===== src/hdl/sbsq_pkg.sv =====
`timescale 1ns / 1ps

package sbsq_pkg;

	// Sizing
	localparam int MAX_SLOTS  = 16;
	localparam int ID_BITS    = 16;
	localparam int SLOT_W     = (MAX_SLOTS > 1) ? $clog2(MAX_SLOTS) : 1;
	localparam int CNT_W      = $clog2(MAX_SLOTS + 1);

	// Fixed field widths
	localparam int FUNC_W     = 3;
	localparam int IDX_W      = 4;
	localparam int SIZE_W     = 5;
	localparam int CFG_IDX_W  = 2;
	localparam int CFG_DATA_W = 5;

	// Common width for comparing slot numbers, sizes and request indexes
	localparam int CMP_W      = CNT_W + IDX_W;

	// Configuration register indexes
	localparam logic [CFG_IDX_W-1:0] CFG_SLOT_COUNT = CFG_IDX_W'(0);
	localparam logic [CFG_IDX_W-1:0] CFG_GROW_MODE  = CFG_IDX_W'(1);
	localparam logic [CFG_IDX_W-1:0] CFG_CRIPPLED   = CFG_IDX_W'(2);

	localparam logic [CFG_DATA_W-1:0] SLOT_COUNT_RST = CFG_DATA_W'(16);

	// Event codes
	typedef enum logic [FUNC_W-1:0] {
		FN_RESERVE = 3'd0,
		FN_ADVANCE = 3'd1,
		FN_REACHED = 3'd2,
		FN_ENTER   = 3'd3,
		FN_EXIT    = 3'd4,
		FN_CANCEL  = 3'd5,
		FN_TICK    = 3'd6,
		FN_QUERY   = 3'd7
	} func_t;

	typedef struct packed {
		logic [FUNC_W-1:0]  func;
		logic [ID_BITS-1:0] requester_id;
		logic [IDX_W-1:0]   slot_index;
	} cmd_beat_t;

	typedef struct packed {
		logic               ok;
		logic [IDX_W-1:0]   granted_slot;
		logic               clear_to_approach;
		logic               clear_to_enter;
		logic               clear_to_advance;
		logic [ID_BITS-1:0] active_client;
		logic               client_inside;
		logic [SIZE_W-1:0]  slots_used;
	} rsp_beat_t;

	// Controller to datapath
	typedef struct packed {
		logic              load;
		logic              scan;
		logic [SLOT_W-1:0] addr;
		logic              apply_a;
		logic              apply_b;
		logic              finish;
	} dp_cmd_t;

	// Datapath to controller
	typedef struct packed {
		logic out_free;
	} dp_status_t;

	// Slot count as used by the table: 0 reads as 1, large values saturate
	function automatic logic [CNT_W-1:0] clamp_count(input logic [CFG_DATA_W-1:0] v);
		logic [CNT_W-1:0] r;
		if (v == '0)
			r = CNT_W'(1);
		else if (int'(v) > MAX_SLOTS)
			r = CNT_W'(MAX_SLOTS);
		else
			r = CNT_W'(v);
		return r;
	endfunction

endpackage


===== src/hdl/sbsq_ifs.sv =====
`timescale 1ns / 1ps

// Event channel
interface sbsq_cmd_if;
	logic                 valid;
	logic                 ready;
	sbsq_pkg::cmd_beat_t  data;

	modport source (output valid, output data, input ready);
	modport sink   (input valid, input data, output ready);
endinterface

// Result channel
interface sbsq_rsp_if;
	logic                 valid;
	logic                 ready;
	sbsq_pkg::rsp_beat_t  data;

	modport source (output valid, output data, input ready);
	modport sink   (input valid, input data, output ready);
endinterface


===== src/hdl/sbsq_ctrl.sv =====
`timescale 1ns / 1ps

module sbsq_ctrl (
	input  logic                  clk,
	input  logic                  arst_n,
	input  logic                  cmd_valid,
	output logic                  cmd_ready,
	input  sbsq_pkg::dp_status_t  status,
	output sbsq_pkg::dp_cmd_t     dp_cmd
);
	import sbsq_pkg::*;

	typedef enum logic [2:0] {
		ST_IDLE,
		ST_SCAN,
		ST_APPLY_A,
		ST_APPLY_B,
		ST_FINISH
	} state_t;

	localparam logic [SLOT_W-1:0] LAST_SLOT = SLOT_W'(MAX_SLOTS - 1);

	state_t            state_q;
	logic [SLOT_W-1:0] addr_q;

	// Sequencer: one pass over every slot, two write-back steps, result load
	always_ff @(posedge clk or negedge arst_n) begin
		if (!arst_n) begin
			state_q <= ST_IDLE;
			addr_q  <= '0;
		end else begin
			case (state_q)
				ST_IDLE: begin
					addr_q <= '0;
					if (cmd_valid)
						state_q <= ST_SCAN;
				end
				ST_SCAN: begin
					addr_q <= addr_q + SLOT_W'(1);
					if (addr_q == LAST_SLOT)
						state_q <= ST_APPLY_A;
				end
				ST_APPLY_A: state_q <= ST_APPLY_B;
				ST_APPLY_B: state_q <= ST_FINISH;
				ST_FINISH: begin
					if (status.out_free)
						state_q <= ST_IDLE;
				end
				default: state_q <= ST_IDLE;
			endcase
		end
	end

	// Commands decoded from state
	always_comb begin
		cmd_ready      = (state_q == ST_IDLE);
		dp_cmd.load    = (state_q == ST_IDLE) && cmd_valid;
		dp_cmd.scan    = (state_q == ST_SCAN);
		dp_cmd.addr    = addr_q;
		dp_cmd.apply_a = (state_q == ST_APPLY_A);
		dp_cmd.apply_b = (state_q == ST_APPLY_B);
		dp_cmd.finish  = (state_q == ST_FINISH) && status.out_free;
	end

endmodule


===== src/hdl/sbsq_dp.sv =====
`timescale 1ns / 1ps

module sbsq_dp (
	input  logic                                clk,
	input  logic                                arst_n,
	input  sbsq_pkg::dp_cmd_t                   dp_cmd,
	output sbsq_pkg::dp_status_t                status,
	input  sbsq_pkg::cmd_beat_t                 cmd_data,
	input  logic                                cfg_we,
	input  logic [sbsq_pkg::CFG_IDX_W-1:0]      cfg_index,
	input  logic [sbsq_pkg::CFG_DATA_W-1:0]     cfg_data,
	output logic                                rsp_valid,
	input  logic                                rsp_ready,
	output sbsq_pkg::rsp_beat_t                 rsp_data
);
	import sbsq_pkg::*;

	// Slot table
	logic [ID_BITS-1:0]    owner_q   [MAX_SLOTS];
	logic                  reached_q [MAX_SLOTS];

	// Bay state and configuration
	logic [ID_BITS-1:0]    active_q;
	logic                  inside_q;
	logic [CNT_W-1:0]      size_q;
	logic [CFG_DATA_W-1:0] count_cfg_q;
	logic                  grow_q;
	logic                  crip_q;

	// Current event
	func_t                 func_q;
	logic [ID_BITS-1:0]    req_q;
	logic [IDX_W-1:0]      idx_q;

	// Scan findings
	logic                  hit_found_q;
	logic [SLOT_W-1:0]     hit_idx_q;
	logic                  own_found_q;
	logic [SLOT_W-1:0]     own_idx_q;
	logic                  rch_found_q;
	logic [ID_BITS-1:0]    rch_owner_q;

	// Copies of slot idx and slot idx-1, kept current through the write-back
	logic [ID_BITS-1:0]    cap_own_q;
	logic                  cap_rch_q;
	logic [ID_BITS-1:0]    cap_prev_q;

	logic                  ok_q;
	logic [SLOT_W-1:0]     gslot_q;

	logic                  rsp_valid_q;
	rsp_beat_t             rsp_q;

	// Scan read
	logic [ID_BITS-1:0]    scan_own;
	logic                  scan_rch;
	logic                  in_tbl;
	logic                  cancel_hit;
	logic [ID_BITS-1:0]    scan_own_new;
	logic                  scan_rch_new;

	// Write port
	logic                  we_own;
	logic                  we_rch;
	logic [SLOT_W-1:0]     waddr;
	logic [ID_BITS-1:0]    wown;
	logic                  wrch;

	logic                  adv_ok;
	logic                  can_grow;
	logic                  grow_hit;
	logic                  adv_post;

	assign scan_own     = owner_q[dp_cmd.addr];
	assign scan_rch     = reached_q[dp_cmd.addr];
	assign in_tbl       = CMP_W'(dp_cmd.addr) < CMP_W'(size_q);
	assign cancel_hit   = (func_q == FN_CANCEL) && in_tbl && (scan_own == req_q);
	assign scan_own_new = cancel_hit ? '0 : scan_own;
	assign scan_rch_new = cancel_hit ? 1'b0 : scan_rch;

	assign adv_ok   = (idx_q != '0) && (CMP_W'(idx_q) < CMP_W'(size_q)) && (cap_prev_q == '0);
	assign can_grow = grow_q && (CMP_W'(size_q) < CMP_W'(MAX_SLOTS));
	assign grow_hit = !hit_found_q && can_grow;

	// Slot write selection
	always_comb begin
		we_own = 1'b0;
		we_rch = 1'b0;
		waddr  = dp_cmd.addr;
		wown   = '0;
		wrch   = 1'b0;
		if (dp_cmd.scan) begin
			we_own = cancel_hit;
			we_rch = cancel_hit;
		end else if (dp_cmd.apply_a) begin
			case (func_q)
				FN_RESERVE: begin
					if (hit_found_q) begin
						we_own = 1'b1;
						waddr  = hit_idx_q;
						wown   = req_q;
					end else if (can_grow) begin
						we_own = 1'b1;
						we_rch = 1'b1;
						waddr  = SLOT_W'(size_q);
						wown   = req_q;
					end
				end
				FN_ADVANCE: begin
					we_own = adv_ok;
					we_rch = adv_ok;
					waddr  = SLOT_W'(idx_q - IDX_W'(1));
					wown   = req_q;
				end
				FN_REACHED: begin
					we_rch = own_found_q;
					waddr  = own_idx_q;
					wrch   = 1'b1;
				end
				FN_ENTER: begin
					we_own = own_found_q;
					we_rch = own_found_q;
					waddr  = own_idx_q;
				end
				default: ;
			endcase
		end else if (dp_cmd.apply_b) begin
			// second half of an advance: vacate the old slot
			we_own = (func_q == FN_ADVANCE) && ok_q;
			we_rch = (func_q == FN_ADVANCE) && ok_q;
			waddr  = SLOT_W'(idx_q);
		end
	end

	// Advance query on the state after the event
	assign adv_post = (idx_q != '0) && (CMP_W'(idx_q) < CMP_W'(size_q))
		&& (cap_own_q == req_q) && cap_rch_q && (cap_prev_q == '0);

	assign status.out_free = !rsp_valid_q || rsp_ready;

	always_ff @(posedge clk or negedge arst_n) begin
		if (!arst_n) begin
			for (int i = 0; i < MAX_SLOTS; i++) begin
				owner_q[i]   <= '0;
				reached_q[i] <= 1'b0;
			end
			active_q    <= '0;
			inside_q    <= 1'b0;
			count_cfg_q <= SLOT_COUNT_RST;
			size_q      <= clamp_count(SLOT_COUNT_RST);
			grow_q      <= 1'b0;
			crip_q      <= 1'b0;
			func_q      <= FN_QUERY;
			req_q       <= '0;
			idx_q       <= '0;
			hit_found_q <= 1'b0;
			hit_idx_q   <= '0;
			own_found_q <= 1'b0;
			own_idx_q   <= '0;
			rch_found_q <= 1'b0;
			rch_owner_q <= '0;
			cap_own_q   <= '0;
			cap_rch_q   <= 1'b0;
			cap_prev_q  <= '0;
			ok_q        <= 1'b0;
			gslot_q     <= '0;
			rsp_valid_q <= 1'b0;
			rsp_q       <= '0;
		end else begin
			// configuration writes
			if (cfg_we) begin
				case (cfg_index)
					CFG_SLOT_COUNT: begin
						count_cfg_q <= cfg_data;
						size_q      <= clamp_count(cfg_data);
					end
					CFG_GROW_MODE: begin
						grow_q <= cfg_data[0];
						size_q <= clamp_count(count_cfg_q);
					end
					CFG_CRIPPLED: crip_q <= cfg_data[0];
					default: ;
				endcase
			end

			// take a new event
			if (dp_cmd.load) begin
				func_q      <= func_t'(cmd_data.func);
				req_q       <= cmd_data.requester_id;
				idx_q       <= cmd_data.slot_index;
				hit_found_q <= 1'b0;
				own_found_q <= 1'b0;
				rch_found_q <= 1'b0;
				ok_q        <= 1'b0;
				gslot_q     <= '0;
			end

			// scan: first free-or-own, first own, first reached, copies
			if (dp_cmd.scan) begin
				if (in_tbl && !hit_found_q && (scan_own == req_q || scan_own == '0)) begin
					hit_found_q <= 1'b1;
					hit_idx_q   <= dp_cmd.addr;
				end
				if (in_tbl && !own_found_q && scan_own == req_q) begin
					own_found_q <= 1'b1;
					own_idx_q   <= dp_cmd.addr;
				end
				if (in_tbl && !rch_found_q && scan_rch) begin
					rch_found_q <= 1'b1;
					rch_owner_q <= scan_own;
				end
				if (CMP_W'(dp_cmd.addr) == CMP_W'(idx_q)) begin
					cap_own_q <= scan_own_new;
					cap_rch_q <= scan_rch_new;
				end
				if (CMP_W'(dp_cmd.addr) + CMP_W'(1) == CMP_W'(idx_q))
					cap_prev_q <= scan_own_new;
			end else begin
				// keep the copies in step with write-back
				if (we_own && CMP_W'(waddr) == CMP_W'(idx_q))
					cap_own_q <= wown;
				if (we_rch && CMP_W'(waddr) == CMP_W'(idx_q))
					cap_rch_q <= wrch;
				if (we_own && CMP_W'(waddr) + CMP_W'(1) == CMP_W'(idx_q))
					cap_prev_q <= wown;
			end

			// slot table write port
			if (we_own)
				owner_q[waddr] <= wown;
			if (we_rch)
				reached_q[waddr] <= wrch;

			// event effects outside the slot table
			if (dp_cmd.apply_a) begin
				case (func_q)
					FN_RESERVE: begin
						if (hit_found_q) begin
							ok_q    <= 1'b1;
							gslot_q <= hit_idx_q;
						end else if (grow_hit) begin
							ok_q    <= 1'b1;
							gslot_q <= SLOT_W'(size_q);
							size_q  <= size_q + CNT_W'(1);
						end
					end
					FN_ADVANCE: begin
						if (adv_ok) begin
							ok_q    <= 1'b1;
							gslot_q <= SLOT_W'(idx_q - IDX_W'(1));
						end
					end
					FN_ENTER: inside_q <= 1'b1;
					FN_EXIT: begin
						inside_q <= 1'b0;
						if (active_q == req_q)
							active_q <= '0;
					end
					FN_CANCEL: begin
						if (active_q == req_q) begin
							active_q <= '0;
							inside_q <= 1'b0;
						end
					end
					FN_TICK: begin
						if (active_q == '0 && !crip_q && rch_found_q)
							active_q <= rch_owner_q;
					end
					default: ;
				endcase
			end

			// result register
			if (dp_cmd.finish) begin
				rsp_valid_q             <= 1'b1;
				rsp_q.ok                <= ok_q;
				rsp_q.granted_slot      <= IDX_W'(gslot_q);
				rsp_q.clear_to_approach <= grow_q || hit_found_q;
				rsp_q.clear_to_enter    <= (req_q == active_q);
				rsp_q.clear_to_advance  <= adv_post;
				rsp_q.active_client     <= active_q;
				rsp_q.client_inside     <= inside_q;
				rsp_q.slots_used        <= SIZE_W'(size_q);
			end else if (rsp_ready) begin
				rsp_valid_q <= 1'b0;
			end
		end
	end

	assign rsp_valid = rsp_valid_q;
	assign rsp_data  = rsp_q;

endmodule


===== src/hdl/service_bay_slot_queue_top.sv =====
`timescale 1ns / 1ps

// Service bay slot queue.
// Events arrive as beats on cmd (func, requester_id, slot_index) and each
// produces exactly one result beat on rsp, in order. Both channels use a
// valid/ready handshake; a beat moves on a clock edge with both high.
// Each event runs from its accepting edge to a valid result as a pass that
// reads one slot of the table per cycle over every slot, two write-back
// steps and a load of the result register. The pass is paced by the single
// read port of the slot table; a new event is taken in the cycle after the
// result loads, so the block does not take a new event before it has
// finished the last one.
// The result register decouples the sides: a result may wait on rsp while
// the next event is accepted and processed; a stalled receiver only holds
// the finished event in its load cycle until the register frees up.
// Configuration (slot_count, grow_mode, crippled) is a plain write port,
// written only while the block is idle by the user; the block does not
// enforce it. Writing slot_count or grow_mode reloads the table size.
// Reset (arst_n low) frees all slots, drops the grant and the inside flag,
// and restores slot_count 16, grow_mode 0 and crippled 0.
module service_bay_slot_queue_top (
	input  logic                               clk,
	input  logic                               arst_n,
	sbsq_cmd_if.sink                           cmd,
	sbsq_rsp_if.source                         rsp,
	input  logic                               cfg_we,
	input  logic [sbsq_pkg::CFG_IDX_W-1:0]     cfg_index,
	input  logic [sbsq_pkg::CFG_DATA_W-1:0]    cfg_data
);
	import sbsq_pkg::*;

	dp_cmd_t    dp_cmd;
	dp_status_t status;
	logic       cmd_ready;
	logic       rsp_valid;
	rsp_beat_t  rsp_data;

	sbsq_ctrl u_ctrl (
		.clk       (clk),
		.arst_n    (arst_n),
		.cmd_valid (cmd.valid),
		.cmd_ready (cmd_ready),
		.status    (status),
		.dp_cmd    (dp_cmd)
	);

	sbsq_dp u_dp (
		.clk       (clk),
		.arst_n    (arst_n),
		.dp_cmd    (dp_cmd),
		.status    (status),
		.cmd_data  (cmd.data),
		.cfg_we    (cfg_we),
		.cfg_index (cfg_index),
		.cfg_data  (cfg_data),
		.rsp_valid (rsp_valid),
		.rsp_ready (rsp.ready),
		.rsp_data  (rsp_data)
	);

	assign cmd.ready = cmd_ready;
	assign rsp.valid = rsp_valid;
	assign rsp.data  = rsp_data;

endmodule

===== src/flat_wrapper.sv =====
// flat-port wrapper written by rule: the top's interface ports become plain ports
module service_bay_slot_queue_top_flat import sbsq_pkg::*;
  (clk, arst_n, cfg_we, cfg_index, cfg_data, cmd_valid, cmd_data, cmd_ready, rsp_valid, rsp_data, rsp_ready);
  sbsq_cmd_if cmd_i ();
  sbsq_rsp_if rsp_i ();
  input  logic clk;
  input  logic arst_n;
  input  logic cfg_we;
  input  logic [sbsq_pkg::CFG_IDX_W-1:0] cfg_index;
  input  logic [sbsq_pkg::CFG_DATA_W-1:0] cfg_data;
  input wire logic [$bits(cmd_i.valid)-1:0] cmd_valid;
  input wire logic [$bits(cmd_i.data)-1:0] cmd_data;
  output wire logic [$bits(cmd_i.ready)-1:0] cmd_ready;
  output wire logic [$bits(rsp_i.valid)-1:0] rsp_valid;
  output wire logic [$bits(rsp_i.data)-1:0] rsp_data;
  input wire logic [$bits(rsp_i.ready)-1:0] rsp_ready;
  assign cmd_i.valid = cmd_valid;
  assign cmd_i.data = cmd_data;
  assign cmd_ready = cmd_i.ready;
  assign rsp_valid = rsp_i.valid;
  assign rsp_data = rsp_i.data;
  assign rsp_i.ready = rsp_ready;
  service_bay_slot_queue_top u_core (.clk(clk), .arst_n(arst_n), .cmd(cmd_i), .rsp(rsp_i), .cfg_we(cfg_we), .cfg_index(cfg_index), .cfg_data(cfg_data));
endmodule

===== config.mk =====
export PLATFORM = sky130hd
export DESIGN_NAME = service_bay_slot_queue_top_flat
export DESIGN_NICKNAME = d
export VERILOG_FILES = /design/src/hdl/sbsq_pkg.sv /design/src/hdl/sbsq_ifs.sv /design/src/hdl/sbsq_ctrl.sv /design/src/hdl/sbsq_dp.sv /design/src/hdl/service_bay_slot_queue_top.sv /design/src/flat_wrapper.sv
export SDC_FILE = /design/constraint.sdc
export NUM_CORES = 1
export LEC_CHECK = 0
export ABC_AREA = 1
export BUFFER_PORTS_ARGS = -buffer_cell sky130_fd_sc_hd__buf_4
export CAP_MARGIN = 30
export CORE_ASPECT_RATIO = 2
export CORE_UTILIZATION = 40
export CTS_BUF_LIST = sky130_fd_sc_hd__clkbuf_8 sky130_fd_sc_hd__clkbuf_16
export DETAILED_ROUTE_END_ITERATION = 8
export PLACE_DENSITY_LB_ADDON = 0.08
export SYNTH_ARGS = -nofsm -noshare
export SYNTH_HDL_FRONTEND = slang
export SYNTH_SLANG_ARGS = --single-unit

===== constraint.sdc =====
create_clock -name clk -period 5.7 [get_ports clk]
set_input_delay 0.285 -clock clk [delete_from_list [all_inputs] [get_ports clk]]
set_output_delay 0.285 -clock clk [all_outputs]
set_load 0.05 [all_outputs]

# [After elaboration in Yosys (flattened, before gate mapping)]
# Cells that the tools add are included.
[word_totals] word_cells=259 output_inout_bits=32 inputBits=35 ff_bits=427
[classes] bitwise_logic=2 n_lt_le_gt_ge=8 n_mux=90 addsub=5 n_reduce_logical=62 eq_ne=29
[ops] operator="256-bit bitwise mux" n=1
[ops] operator="16-bit 2-to-1 mux" n=16
[ops] operator="16-bit binary-select mux with 4-bit select" n=1
[ops] operator="16-bit demux with 4-bit select" n=1
[ops] operator="16-bit equality test" n=4
[ops] operator="16-bit one-hot mux with 2 select lines" n=2
[ops] operator="16-bit zero test" n=3
[ops] operator="5-bit 2-to-1 mux" n=9
[ops] operator="4-bit 2-to-1 mux" n=10
[ops] operator="1-bit 2-to-1 mux" n=35
[ops] operator="1-bit logical AND" n=24
[ops] operator="2-bit AND reduction" n=9
[ops] operator="16-bit bitwise mux" n=1
[ops] operator="4-bit one-hot mux with 2 select lines" n=2
[ops] operator="3-bit one-hot mux with 5 select lines" n=1
[ops] operator="3-bit by 2-bit equality test with 1-bit output (second input constant)" n=4
[ops] operator="3-bit equality test (second input constant)" n=4
[ops] operator="2-bit inequality test (second input constant)" n=6
[ops] operator="4-bit one-hot mux with 3 select lines" n=1
[ops] operator="2-bit nonzero test" n=6
[ops] operator="4-bit by 1-bit adder with 5-bit output (second input constant)" n=2
[ops] operator="5-bit by 4-bit equality test with 1-bit output" n=2
[ops] operator="5-bit greater-or-equal comparator (second input constant)" n=2
[ops] operator="5-bit > comparator (second input constant)" n=2
[ops] operator="other kinds (29)" n=48

# [Longest topological paths before layout]
# Gate-level depths: netlist (run 1).
[depth] depth_word=13 depth_mapped=23 depth_no_buf=22

# [Modules after synthesis]
# A second synthesis (run 1) with hierarchy kept.
[hier_totals] cells_unflattened=2773 area_unflattened_um2=21466.8
[by_module_without_submodules] mod="sbsq_dp" instances=1 cells_per_inst=2720 seq_area_each_um2=10516.3 area_per_inst_um2=21050.2
[by_module_without_submodules] mod="sbsq_ctrl" instances=1 cells_per_inst=53 seq_area_each_um2=175.2 area_per_inst_um2=416.6

# [Worst setup path before layout (run 1)]
# Ideal clock, no wire load.
[synth_path] path_kind="reg-to-reg" start="register u_core.u_dp.idx_q[1]" end="register u_core.u_dp.cap_prev_q[10]" period_less_slack_ps=2762 t_arrival_ps=2645 path_stages_with_launch=20 n_path_buf=2 slack_ps=2938 setup_time_ps=117 required_ps=5583 cell_sequence="dfrtp_1 clkbuf_1 inv_1 ha_1 o21ai_0 nor2_1 nand2_1 nand2_1 nand2_1 ha_1 xor2_1 nor2_1 nand2_1 nor2_1 nand3_1 nor2_1 nand3_2 clkbuf_1 nand3_1 nand2_1"
[synth_between] elab_chain_cells=9 elab_cells_between_ends=19 cone_classes="add/sub (2); order compare (1); eq/ne (3); mux (7); reduce/logical (6)"
[synth_lines] item="start: declaration" line="sbsq_dp.sv:33" text="logic [IDX_W-1:0] idx_q;"
[synth_lines] item="start signal: assignment" line="sbsq_dp.sv:190" text="idx_q <= cmd_data.slot_index;"
[synth_lines] item="4-bit by 1-bit subtractor with 4-bit output, or another cell as far along" line="sbsq_dp.sv:112" text="waddr = SLOT_W'(idx_q - IDX_W'(1));"
[synth_lines] item="4-bit one-hot mux with 3 select lines or 1-bit logical AND (tied branches)" line="sbsq_dp.sv:96, sbsq_dp.sv:81"
[synth_lines] item="4-bit 2-to-1 mux or 1-bit logical AND (tied branches)" line="sbsq_dp.sv:95, sbsq_dp.sv:81"
[synth_lines] item="4-bit 2-to-1 mux or 1-bit one-hot mux with 3 select lines (tied branches)" line="sbsq_dp.sv:92, sbsq_dp.sv:96"
[synth_lines] item="4-bit by 1-bit adder with 5-bit output or 1-bit 2-to-1 mux (tied branches)" line="sbsq_dp.sv:224, sbsq_dp.sv:95"
[synth_lines] item="5-bit by 4-bit equality test with 1-bit output or 1-bit 2-to-1 mux (tied branches)" line="sbsq_dp.sv:224, sbsq_dp.sv:92"
[synth_lines] item="1-bit logical AND" line="sbsq_dp.sv:224" text="if (we_own && CMP_W'(waddr) + CMP_W'(1) == CMP_W'(idx_q))"
[synth_lines] item="2-bit nonzero test (no source line)"
[synth_lines] item="2-bit AND reduction (no source line) *"
[synth_lines] item="end signal: assignment" line="sbsq_dp.sv:217" text="cap_prev_q <= scan_own_new;"
[synth_lines] item="end signal: assignment" line="sbsq_dp.sv:225" text="cap_prev_q <= wown;"
[synth_lines] item="end: declaration" line="sbsq_dp.sv:46" text="logic [ID_BITS-1:0] cap_prev_q;"
# Mark *: on every way between the ends. The rest lies on a longest branch, timed or not.
# A chain may end at the register's enable or synchronous reset.

# [Worst setup path in the final report (run 1)]
[layout_path] start="register u_core.u_ctrl.addr_q[0]" end="register u_core.u_dp.cap_prev_q[10]"
[layout_between] elab_chain_cells=10 elab_cells_between_ends=26 cone_classes="add/sub (2); order compare (1); eq/ne (4); mux (13); bitwise (1); reduce/logical (5)"
[layout_lines] item="start: declaration" line="sbsq_ctrl.sv:24" text="logic [SLOT_W-1:0] addr_q;"
[layout_lines] item="start signal: assignment" line="sbsq_ctrl.sv:39" text="addr_q <= addr_q + SLOT_W'(1);"
[layout_lines] item="4-bit 2-to-1 mux or 4-bit NOT with 5-bit output (tied branches)" line="sbsq_dp.sv:102, sbsq_dp.sv:74"
[layout_lines] item="4-bit 2-to-1 mux or 16-bit binary-select mux with 4-bit select (tied branches)" line="sbsq_dp.sv:98, sbsq_dp.sv:74"
[layout_lines] item="4-bit one-hot mux with 3 select lines or 16-bit 2-to-1 mux (tied branches)" line="sbsq_dp.sv:96, sbsq_dp.sv:74"
[layout_lines] item="4-bit 2-to-1 mux or 16-bit 2-to-1 mux (tied branches)" line="sbsq_dp.sv:95, sbsq_dp.sv:74"
[layout_lines] item="4-bit 2-to-1 mux or 16-bit equality test (tied branches)" line="sbsq_dp.sv:92, sbsq_dp.sv:77"
[layout_lines] item="4-bit by 1-bit adder with 5-bit output or 1-bit logical AND (tied branches)" line="sbsq_dp.sv:224, sbsq_dp.sv:77"
[layout_lines] item="5-bit by 4-bit equality test with 1-bit output or 1-bit 2-to-1 mux (tied branches)" line="sbsq_dp.sv:224, sbsq_dp.sv:92"
[layout_lines] item="1-bit logical AND" line="sbsq_dp.sv:224"
[layout_lines] item="2-bit nonzero test (no source line)"
[layout_lines] item="2-bit AND reduction (no source line)"
# Parallel ways exist; a longest one is shown, timed or not. The select of a mux whose other input is x is not followed.

==> results of run 1 <==
==> cells in the mapped netlist (2+ instances only) <==
| cell type | number |
|---|---|
| dfrtp_1 | 422 |
| inv_1 | 217 |
| a221oi_1 | 7 |
| nand3_1 | 259 |
| o211ai_2 | 8 |
| buf_4 | 3 |
| xnor2_1 | 12 |
| a31oi_1 | 3 |
| a311o_1 | 2 |
| o211ai_1 | 23 |
| clkbuf_1 | 68 |
| nor4_1 | 12 |
| o22ai_1 | 12 |
| nand4_1 | 9 |
| nor2_1 | 97 |
| nand2_1 | 868 |
| clkinv_1 | 2 |
| nor3_1 | 8 |
| buf_2 | 51 |
| ha_1 | 13 |
| a21boi_0 | 6 |
| nand3_4 | 13 |
| nand2_2 | 4 |
| o21ai_1 | 193 |
| a22oi_1 | 3 |
| a211oi_1 | 4 |
| o221ai_1 | 4 |
| nor2_2 | 3 |
| nand3_2 | 3 |
| a21oi_1 | 18 |
| o21ai_0 | 247 |
| xor2_1 | 18 |
| inv_2 | 3 |
| buf_1 | 4 |
| dfstp_2 | 5 |
| buf_6 | 35 |
==> cells in the final DEF (no fill, tap or decap), types with 5 or more instances in the layout <==
master,Yosys,final
nor3_1,8,8
dfstp_2,5,5
buf_4,3,88
dfrtp_1,422,419
o21ai_0,247,247
xor2_1,18,18
nand3_1,259,258
o22ai_1,12,12
o211ai_2,8,8
bufinv_16,0,5
a221oi_1,7,6
nand4_1,9,9
nand2_1,868,868
o21ai_1,193,193
inv_1,217,231
nor4_1,12,12
a21oi_1,18,18
nand3_4,13,13
o211ai_1,23,23
dlygate4sd3_1,0,30
nor2_1,97,97
clkbuf_16,0,43
clkinv_2,0,5
ha_1,13,13
a21boi_0,6,6
xnor2_1,12,12
==> kinds of logic after synthesis <==
| logic type | Yosys count | share of synthesized area |
|---|---|---|
| and+or+nand+nor | 1281 | 0.2553 |
| xor gates and xnor gates | 30 | 0.01235 |
| AOI/OAI and AO/OA | 537 | 0.1378 |
| adders and majority gates | 13 | 0.007645 |
| DFF | 427 | 0.5025 |
| buffers and inverters | 384 | 0.08439 |
==> final cells by class <==
cell class              instances  area, sq um  share of cell area
clock buffers                  47         1131             0.04777
clock inverters                28        269.0             0.01136
inverters                     222        835.8             0.03530
multi-input cells            1861         8800              0.3717
flip-flops and latches        427        10700              0.4518
well taps                     665        832.0             0.03514
repair buffers                125         1111             0.04693
==> routing by layer <==
layer / share of wire / global-route usage / vias to the layer above
li1: - / - / 8726
met5: 0 / 0 / -
met4: 0.052 / 0.1334 / 0
met1: 0.39 / 0.3111 / 8756
met2: 0.52 / 0.4864 / 476
met3: 0.037 / 0.02639 / 155
==> sequential cells by signal, indices dropped and copies added (netlist names), 4 cells and up <==
name,flops
u_core.u_dp.size_q,5
u_core.u_dp.hit_idx_q,4
u_core.u_dp.req_q,16
u_core.u_dp.idx_q,4
u_core.u_dp.active_q,16
u_core.u_dp.gslot_q,4
u_core.u_dp.count_cfg_q,5
u_core.u_dp.cap_own_q,16
u_core.u_dp.owner_q,256
u_core.u_dp.rsp_data,30
u_core.u_ctrl.addr_q,4
u_core.u_dp.reached_q,16
u_core.u_dp.rch_owner_q,16
u_core.u_dp.cap_prev_q,16
u_core.u_dp.own_idx_q,4
==> metrics by stage <==
step	hold WS (ns)	area, sq um
floorplan	-0.01059	21280
global placement	0.3981	21920
detailed placement	0.4105	21950
CTS	0.04642	23650
global route	0.08612	23680
finish	0.06366	23680
==> repair_timing <==
item	4_1_cts	5_1_grt
hold buffers	30	0
hold endpoints to repair	124	0
setup buffers	0	0
==> worst reg2reg max path: cells and delay by family, from the launching register on <==
family,cells,cell delay [ns]
buffers and inverters,2,0.93
AND/OR/NAND/NOR,16,3.44
flip-flops,1,0.69
==> worst min-delay path by stage <==
stage	start	depth (start not counted)	slack, ns	to
2_1_floorplan	arst_n	0	-0.01	u_core.u_ctrl.addr_q[0]
3_3_place_gp	arst_n	1	0.40	u_core.u_dp.rsp_data[15]
3_5_place_dp	arst_n	1	0.41	u_core.u_dp.rsp_data[15]
4_1_cts	cfg_we	3	0.05	u_core.u_dp.size_q[1]
5_1_grt	cfg_we	3	0.09	u_core.u_dp.size_q[1]
6_report	cfg_we	3	0.06	u_core.u_dp.size_q[1]
==> power by group through the flow <==
| stage | clock network, mW | logic [mW] | registers [mW] |
|---|---|---|---|
| final | 2.90 | 4.58 | 4.01 |
| after global routing | 3.06 | 5.02 | 4.07 |
| after CTS | 2.96 | 4.59 | 4.00 |
| after detailed placement | 0 | 4.56 | 4.05 |
| after global placement | 0 | 4.54 | 4.05 |
| after floorplan | 0 | 3.09 | 3.97 |
==> metrics.cfg, run 1 <==
[finish]
diodes = 0
drive_above_1_share = 0.07417
fill_cells = 5273
final_core_util = 0.4505
nets = 2727
stdcell_count = 3375
syn_to_final_growth_pct = 11.29

[logic_synthesis]
synth_fp_nets = 2720
ys_seq_area_frac = 0.5025
synth_edf_count = 0
avgSynthCellArea_sq_um = 7.962
ys.flop_type = dfrtp_1
netlist.area_leader.share = 0.4964
yosysUniqueCellTypes = 49
synth_area_leaders = dfrtp_1, nand2_1, nand3_1
ys_warn_count = 0
syn-instance-count = 2672
synth_area_sq_um = 21280
ys_ff_latch = 427
ys_async_sr_fraction = 1.000
synth.largest_area_cell = dfrtp_1

[routing]
routed_via_density = 5.367
vias = 18110
drc_errors = 0
drtAntennaViolNets = 0
drt_iter0_drc = 1448
wl_per_cell_microns = 21.06
dr.pass1.iters = 5
wirelength_mm = 71.09

[critical_path]
cp_common_cell = nand2_1
cp.depth = 18
worstSetupEndpoint = u_core.u_dp.cap_prev_q[10]
required_ns = 6.20
crit_family = simple AND/OR/NAND/NOR gates
start_kind = flip-flop
startpoint = u_core.u_ctrl.addr_q[0]
r2r_slack_ns = 0.57
crit_path_max_fanout = 71
cp_num_buf_inv = 2
r2r_start = u_core.u_ctrl.addr_q[0]
slowest_delay_ns = 0.69
path_cells = inv_4, buf_12, nand2_1, nand3_1, nand3_1, nand3_1, nand2_1, nand2_1, nand2_1, nor2_1, nand2_1, nor2_2, nand3_2, nand2_4, nand3_2, nand2_2, nand2_1, nand2_1
worstSetupEndpointType = flip-flop
slowest_stage = dfrtp_4
worstSetupPathType = flip-flop to flip-flop
worstReg2RegEnd = u_core.u_dp.cap_prev_q[10]
cp.arrival_ns = 5.63
reg2regPathDepth = 18

[sta]
min_period_ns = 5.130
slew-limit-headroom = 0.3578
finalWorstSetupSlack_ns = 0.5703
fin_crit_sh = 0.9000
fin_skew_ns = 0.02371
rsz0062_at_grt = no
fmax_mhz = 194.9
tightest_slew_ns = 0.9573
hold_violations = 0
setup_viol = 0
final.setup.tns_ns = 0
maxSlewViolCount = 0

[pwr]
p_int_mw = 6.394
p_sw_mw = 5.097
ir_drop_uv = 346.0
combinationalPowerShare = 0.398
p_sw_frac = 0.4436
fin_total_pwr_mw = 11.49
pwr-share-clk = 0.252
p_leak_nw = 10.77
p_seq_frac = 0.349
cellPowerDensity_nw_per_um2 = 485.3

[clock_network]
clk_pin_slew_ns = 0.07
root_buffer = clkbuf_16
htreeDepth = 2
clk_latency_ns = 0.58
numClockSinks = 427
cts_buffer_depth = 3
cts_tree = yes
cts_resized = 0
cts_inserted_buffers = 42

[place]
dp_slack_ns = 0.6509
gp_congestion = 0.9208
portBuffers = 66
dp_hpwl_mm = 47.43
dp_cells = 3269

[floorplan]
num_rows = 119
initial_utilization = 0.4048
fp.dieArea_sq_um = 54170
die_h_microns = 328.2
die_w_microns = 165.1
core_sq_um = 52560
ioPinCount = 67

[global_routing]
grt_max_degree = 125
grt.total_usage = 0.2694
antenna_found_initial = 0
grt-ovfl-total = 0
grt_pass1_vias = 17960
grt_pass1_wl_mm = 109.1

[outcome]
status = complete, no violations

[hold_path]
hold_class = primary input to flip-flop

[run]
max_cap_violations = 0

(Power assumes the default switching activity.)
==> run 2: changes to the inputs <==
Settings changed: BUFFER_PORTS_ARGS -buffer_cell sky130_fd_sc_hd__buf_4 to unset, DONT_BUFFER_PORTS set to 1.
==> metrics.cfg, run 2 (synthesis results as in run 1) <==
[critical_path]
start_kind = flip-flop
required_ns = 6.11  ; -0.09 ns
worstSetupPathType = flip-flop to flip-flop
r2r_start = u_core.u_ctrl.addr_q[0]
reg2regPathDepth = 19  ; +1
worstReg2RegEnd = u_core.u_dp.owner_q[23]
cp.arrival_ns = 4.58  ; -1.05 ns
r2r_slack_ns = 1.53  ; +0.96 ns
crit_path_max_fanout = 51  ; -28%
worstSetupEndpointType = flip-flop

[global_routing]
grt_pass1_vias = 17900  ; -0.35%
grt.total_usage = 0.2639  ; -0.005474
grt_pass1_wl_mm = 106.9  ; -2.0%
antenna_found_initial = 0  ; unchanged
grt-ovfl-total = 0  ; unchanged
grt_max_degree = 428  ; +240%

[sta]
fin_hold_ws_ns = -0.5772  ; -0.6408 ns
setup_viol = 0  ; unchanged
maxSlewViolCount = 248  ; +248
min_period_ns = 4.167  ; -0.9627 ns
fmax_mhz = 240.0  ; +23%
fin_crit_sh = 0.7311  ; -0.1689
final.setup.tns_ns = 0  ; unchanged
rsz0062_at_grt = no
tightest_slew_ns = 1.817  ; +0.8601 ns
hold_violations = 422  ; +422
slew-limit-headroom = -0.2116  ; -0.5694
fin_skew_ns = 0.01826  ; -0.005451 ns

[finish]
diodes = 0  ; unchanged
nets = 2681  ; -1.7%
register_area_sq_um = 10700  ; unchanged
syn_to_final_growth_pct = 9.033
top_register = u_core.u_dp.owner_q
largest_reg_flops = 256  ; unchanged
layout_commonest_cell = nand2_1
drive_above_1_share = 0.05787  ; -0.01630
fill_cells = 5300  ; +0.51%
layout_common_cells = nand2_1, dfrtp_1, nand3_1
multi_input_area_sq_um = 8800  ; unchanged

[routing]
dr.pass1.iters = 6  ; +1
routed_via_density = 5.368  ; about the same
drt_iter0_drc = 1329  ; -8.2%
vias = 17860  ; -1.4%
wirelength_mm = 69.45  ; -2.3%
drtAntennaViolNets = 0  ; unchanged
drc_errors = 0  ; unchanged
wl_per_cell_microns = 20.88  ; -0.87%

[place]
portBuffers = 0  ; -100%
gp_congestion = 0.9416  ; +2.3%
dp_hpwl_mm = 45.36  ; -4.4%

[floorplan]
num_rows = 119  ; unchanged
core_sq_um = 52560  ; unchanged
die_h_microns = 328.2  ; unchanged
fp.dieArea_sq_um = 54170  ; unchanged
ioPinCount = 67  ; unchanged
die_w_microns = 165.1  ; unchanged
initial_utilization = 0.4048  ; unchanged

[clock_network]
clk_pin_slew_ns = 0.06  ; about the same
numClockSinks = 427  ; unchanged
cts_setup_buffers = 0  ; unchanged
cts_buffer_depth = 3  ; unchanged
cts_resized = 0  ; unchanged
root_buffer = clkbuf_16
cts_inserted_buffers = 42  ; unchanged
cts_hold_buf = 33  ; +10%
cts_tree = yes
clk_latency_ns = 0.57  ; about the same
htreeDepth = 2  ; unchanged

[pwr]
cellPowerDensity_nw_per_um2 = 481.3  ; -0.83%
ir_drop_uv = 377.1  ; +9.0%
p_leak_nw = 10.45  ; -3.0%
fin_total_pwr_mw = 11.17  ; -2.8%

[hold_path]
hold_class = primary input to asynchronous set/reset pin

[run]
max_cap_violations = 0  ; unchanged

[outcome]
status = complete, but fails checks
violations = hold timing, slew limit

-- run 2: cell count changes in the layout (fill, tap and decap cells not counted), sizes merged --
cell         previous run  this run
clkbuf                 47        49
dlygate4sd3            30        33
buf                    95        46
inv                   237       231
bufinv                  5         1
clkinv                  8        13
-- run 2: per-stage QoR --
stage | setup WS, ns | instance area (sq um) | utilization | instances
after floorplan | 2.938 | 21280 | - | 2672
after global placement | 1.504 | 21550 | 0.4099 | 3219
after detailed placement | 1.459 | 21570 | 0.4103 | 3220
after CTS | 1.456 | 23190 | 0.4412 | 3325
after global routing | 1.271 | 23200 | 0.4414 | 3326
final | 1.533 | 23200 | 0.4414 | 3326
-- run 2: layer usage --
metal	up-vias	wire, microns	share of wire	track usage
met2	450	35940	0.52	0.4778
met3	153	2862	0.041	0.02929
met5	-	0	0	0
li1	8635	-	-	-
met1	8617	27130	0.39	0.3031
met4	0	3515	0.051	0.1266
-- run 2: layout make-up --
cell class / instances / area share
clock buffers: 49 / 0.04995
clock inverters: 23 / 0.005825
inverters: 222 / 0.03603
multi-input cells: 1861 / 0.3793
flip-flops and latches: 427 / 0.4612
well taps: 665 / 0.03587
repair buffers: 79 / 0.03182
-- run 2: power breakdown --
part,leakage [nW],switching (mW),internal [mW]
Clock,0.688,1.24,1.49
Combinational,3.90,3.11,1.21
Sequential,5.86,0.598,3.52
Total,10.4,4.95,6.21
-- run 2: worst max-delay path, cell delays in order, from the launching register on --
cell and delay [ns]:
dfrtp_4 0.50, inv_4 0.46, buf_12 0.27, nand2_1 0.07
nand3_1 0.07, nand3_1 0.09, nand3_1 0.28, nand2_1 0.26
nand2_1 0.11, nand2_1 0.05, nor2_1 0.14, nand2_1 0.08
nor2_2 0.22, nand3_2 0.12, nand2_4 0.37, buf_4 0.26
nand3_1 0.08, buf_4 0.30, nand2_1 0.10, o21ai_0 0.08
-- run 2: worst max-delay path by stage --
stage | from | endpoint
after floorplan | u_core.u_dp.idx_q[1] | u_core.u_dp.cap_prev_q[10]
after global placement | u_core.u_ctrl.addr_q[0] | u_core.u_dp.owner_q[40]
after detailed placement | u_core.u_ctrl.addr_q[0] | u_core.u_dp.owner_q[42]
after CTS | u_core.u_ctrl.addr_q[0] | u_core.u_dp.owner_q[23]
after global routing | u_core.u_ctrl.addr_q[0] | u_core.u_dp.owner_q[31]
final | u_core.u_ctrl.addr_q[0] | u_core.u_dp.owner_q[23]
==> run 3: changes to the inputs <==
Clock period 5.7 ns to 3.4 ns, I/O delays scaled along.
==> metrics.cfg, run 3 (synthesis results as in run 1) <==
[outcome]
status = complete, but fails checks
violations = hold timing

[floorplan]
die_w_microns = 165.1  ; unchanged
fp.dieArea_sq_um = 54170  ; unchanged
core_sq_um = 52560  ; unchanged
ioPinCount = 67  ; unchanged
num_rows = 119  ; unchanged
initial_utilization = 0.4048  ; unchanged
die_h_microns = 328.2  ; unchanged

[global_routing]
grt_max_degree = 428  ; unchanged
grt_pass1_vias = 17740  ; -0.88%
grt-ovfl-total = 0  ; unchanged
grt.total_usage = 0.2584  ; -0.005555
antenna_found_initial = 0  ; unchanged
grt_pass1_wl_mm = 104.8  ; -2.0%

[clock_network]
clk_pin_slew_ns = 0.06  ; about the same
cts_hold_buf = 42  ; +27%
root_buffer = clkbuf_16
htreeDepth = 2  ; unchanged
clk_latency_ns = 0.58  ; about the same
cts_tree = yes
cts_buffer_depth = 3  ; unchanged
cts_inserted_buffers = 42  ; unchanged
numClockSinks = 427  ; unchanged

[critical_path]
reg2regPathDepth = 20  ; +1
crit_family = simple AND/OR/NAND/NOR gates
worstSetupEndpointType = flip-flop
slowest_delay_ns = 0.60  ; +0.10 ns
required_ns = 3.86  ; -2.25 ns
start_kind = flip-flop
cp.arrival_ns = 3.68  ; -0.90 ns
worstSetupPathType = flip-flop to flip-flop
slowest_stage = dfstp_2
cp_common_cell = nand2_1
r2r_slack_ns = 0.18  ; -1.35 ns
crit_path_max_fanout = 16  ; -69%
r2r_start = u_core.u_dp.func_q[1]
path_cells = inv_1, nand2_1, nor2_1, a211oi_1, nand2_1, nand2_1, nand2_1, nand2_1, inv_1, ha_1, xor2_1, nor2_1, nand2_1, nor2_1, nand3_1, nor2_2, nand3_2, buf_4, nand3_1, nand2_1
worstReg2RegEnd = u_core.u_dp.cap_prev_q[9]
cp_num_buf_inv = 3  ; -1

[sta]
fin_hold_ws_ns = -0.6941  ; -0.1169 ns
hold_violations = 426  ; +0.95%
min_period_ns = 3.220  ; -0.9467 ns
fin_crit_sh = 0.9472  ; +0.2161
fmax_mhz = 310.5  ; +29%
final.setup.tns_ns = 0  ; unchanged
tightest_slew_ns = 1.244  ; -0.5733 ns
finalWorstSetupSlack_ns = 0.1797  ; -1.353 ns
setup_viol = 0  ; unchanged
fin_skew_ns = 0.02123  ; +0.002970 ns
maxSlewViolCount = 0  ; -100%
slew-limit-headroom = 0.1706  ; +0.3822
rsz0062_at_grt = no

[pwr]
p_leak_nw = 10.92  ; +4.6%
fin_total_pwr_mw = 19.61  ; +76%
ir_drop_uv = 607.3  ; +61%
cellPowerDensity_nw_per_um2 = 812.3  ; +69%

[finish]
stdcell_count = 3396  ; +2.1%
final_core_util = 0.4593  ; +0.01790
diodes = 0  ; unchanged
syn_to_final_growth_pct = 13.46
layout_commonest_cell = nand2_1
fill_cells = 5288  ; -0.23%
postLayoutCellArea_sq_um = 24140  ; +4.1%
nets = 2751  ; +2.6%
largest_reg_flops = 256  ; unchanged
layout_common_cells = nand2_1, dfrtp_1, nand3_1
drive_above_1_share = 0.07946  ; +0.02159
top_register = u_core.u_dp.owner_q

[place]
dp_slack_ns = 0.04152  ; -1.418 ns
placed_area_sq_um = 22360  ; +3.7%
dp_cells = 3281  ; +1.9%
dp_hpwl_mm = 47.82  ; +5.4%
portBuffers = 0  ; unchanged
gp_congestion = 0.9499  ; +0.88%

[routing]
drt_iter0_drc = 1237  ; -6.9%
drc_errors = 0  ; unchanged
wirelength_mm = 68.50  ; -1.4%
wl_per_cell_microns = 20.17  ; -3.4%
routed_via_density = 5.279  ; -1.7%
dr.pass1.iters = 8  ; +2
vias = 17930  ; +0.41%
drtAntennaViolNets = 0  ; unchanged

[run]
max_cap_violations = 0  ; unchanged

[hold_path]
hold_class = primary input to asynchronous set/reset pin

[run 3: changes by cell type in the layout (fill, tap and decap cells not counted), sizes merged]
cell | previous run | this run
clkbuf | 49 | 50
dlygate4sd3 | 33 | 42
clkinv | 13 | 8
buf | 46 | 106
inv | 231 | 234
clkinvlp | 0 | 2
[run 3: worst max path at each step]
stage                                            end                    start  cells after the start  slack (ns)
final                      u_core.u_dp.cap_prev_q[9]    u_core.u_dp.func_q[1]                     20        0.18
after global routing      u_core.u_dp.cap_prev_q[10]  u_core.u_ctrl.addr_q[0]                     21       0.003
after CTS                  u_core.u_dp.cap_prev_q[9]  u_core.u_ctrl.addr_q[0]                     21        0.03
after detailed placement   u_core.u_dp.cap_prev_q[8]  u_core.u_ctrl.addr_q[0]                     21        0.04
after global placement    u_core.u_dp.cap_prev_q[14]  u_core.u_ctrl.addr_q[0]                     21        0.08
after floorplan           u_core.u_dp.cap_prev_q[10]     u_core.u_dp.idx_q[1]                     19        0.64
[run 3: layout make-up]
class                   count  area, sq um  share of cell area
inverters                 222        835.8             0.03463
multi-input cells        1861         8831              0.3659
clock inverters            23        148.9            0.006168
clock buffers              49         1147             0.04753
well taps                 665        832.0             0.03447
repair buffers            149         1645             0.06816
flip-flops and latches    427        10700              0.4432
[run 3: timing repair]
| action | in CTS | in global routing |
|---|---|---|
| endpoints found under the hold margin | 467 | 427 |
| setup endpoints to repair | 0 | 125 |
| setup buffers | 0 | 0 |
| gates resized for setup | 0 | 8 |
[run 3: layer usage]
metal | up-vias | global-route usage | part of all wire
met1 | 8577 | 0.2880 | 0.38
met2 | 441 | 0.4813 | 0.53
li1 | 8768 | - | -
met3 | 143 | 0.02386 | 0.034
met4 | 0 | 0.1233 | 0.047
met5 | - | 0 | 0
[run 3: where the power goes]
group / total, mW / internal (mW) / switching (mW)
clock network: 4.55 / 2.48 / 2.07
logic: 8.18 / 2.70 / 5.48
registers: 6.88 / 5.89 / 0.989
total: 19.6 / 11.1 / 8.54
[run 3: worst register-to-register path, stage by stage (launching register included)]
cell      delay (ns)
dfstp_2         0.60
inv_1           0.13
nand2_1         0.16
nor2_1          0.09
a211oi_1        0.17
nand2_1         0.11
nand2_1         0.07
nand2_1         0.06
nand2_1         0.08
inv_1           0.07
ha_1            0.30
xor2_1          0.15
nor2_1          0.08
nand2_1         0.06
nor2_1          0.10
nand3_1         0.09
nor2_2          0.26
nand3_2         0.14
buf_4           0.22
nand3_1         0.10
nand2_1         0.06
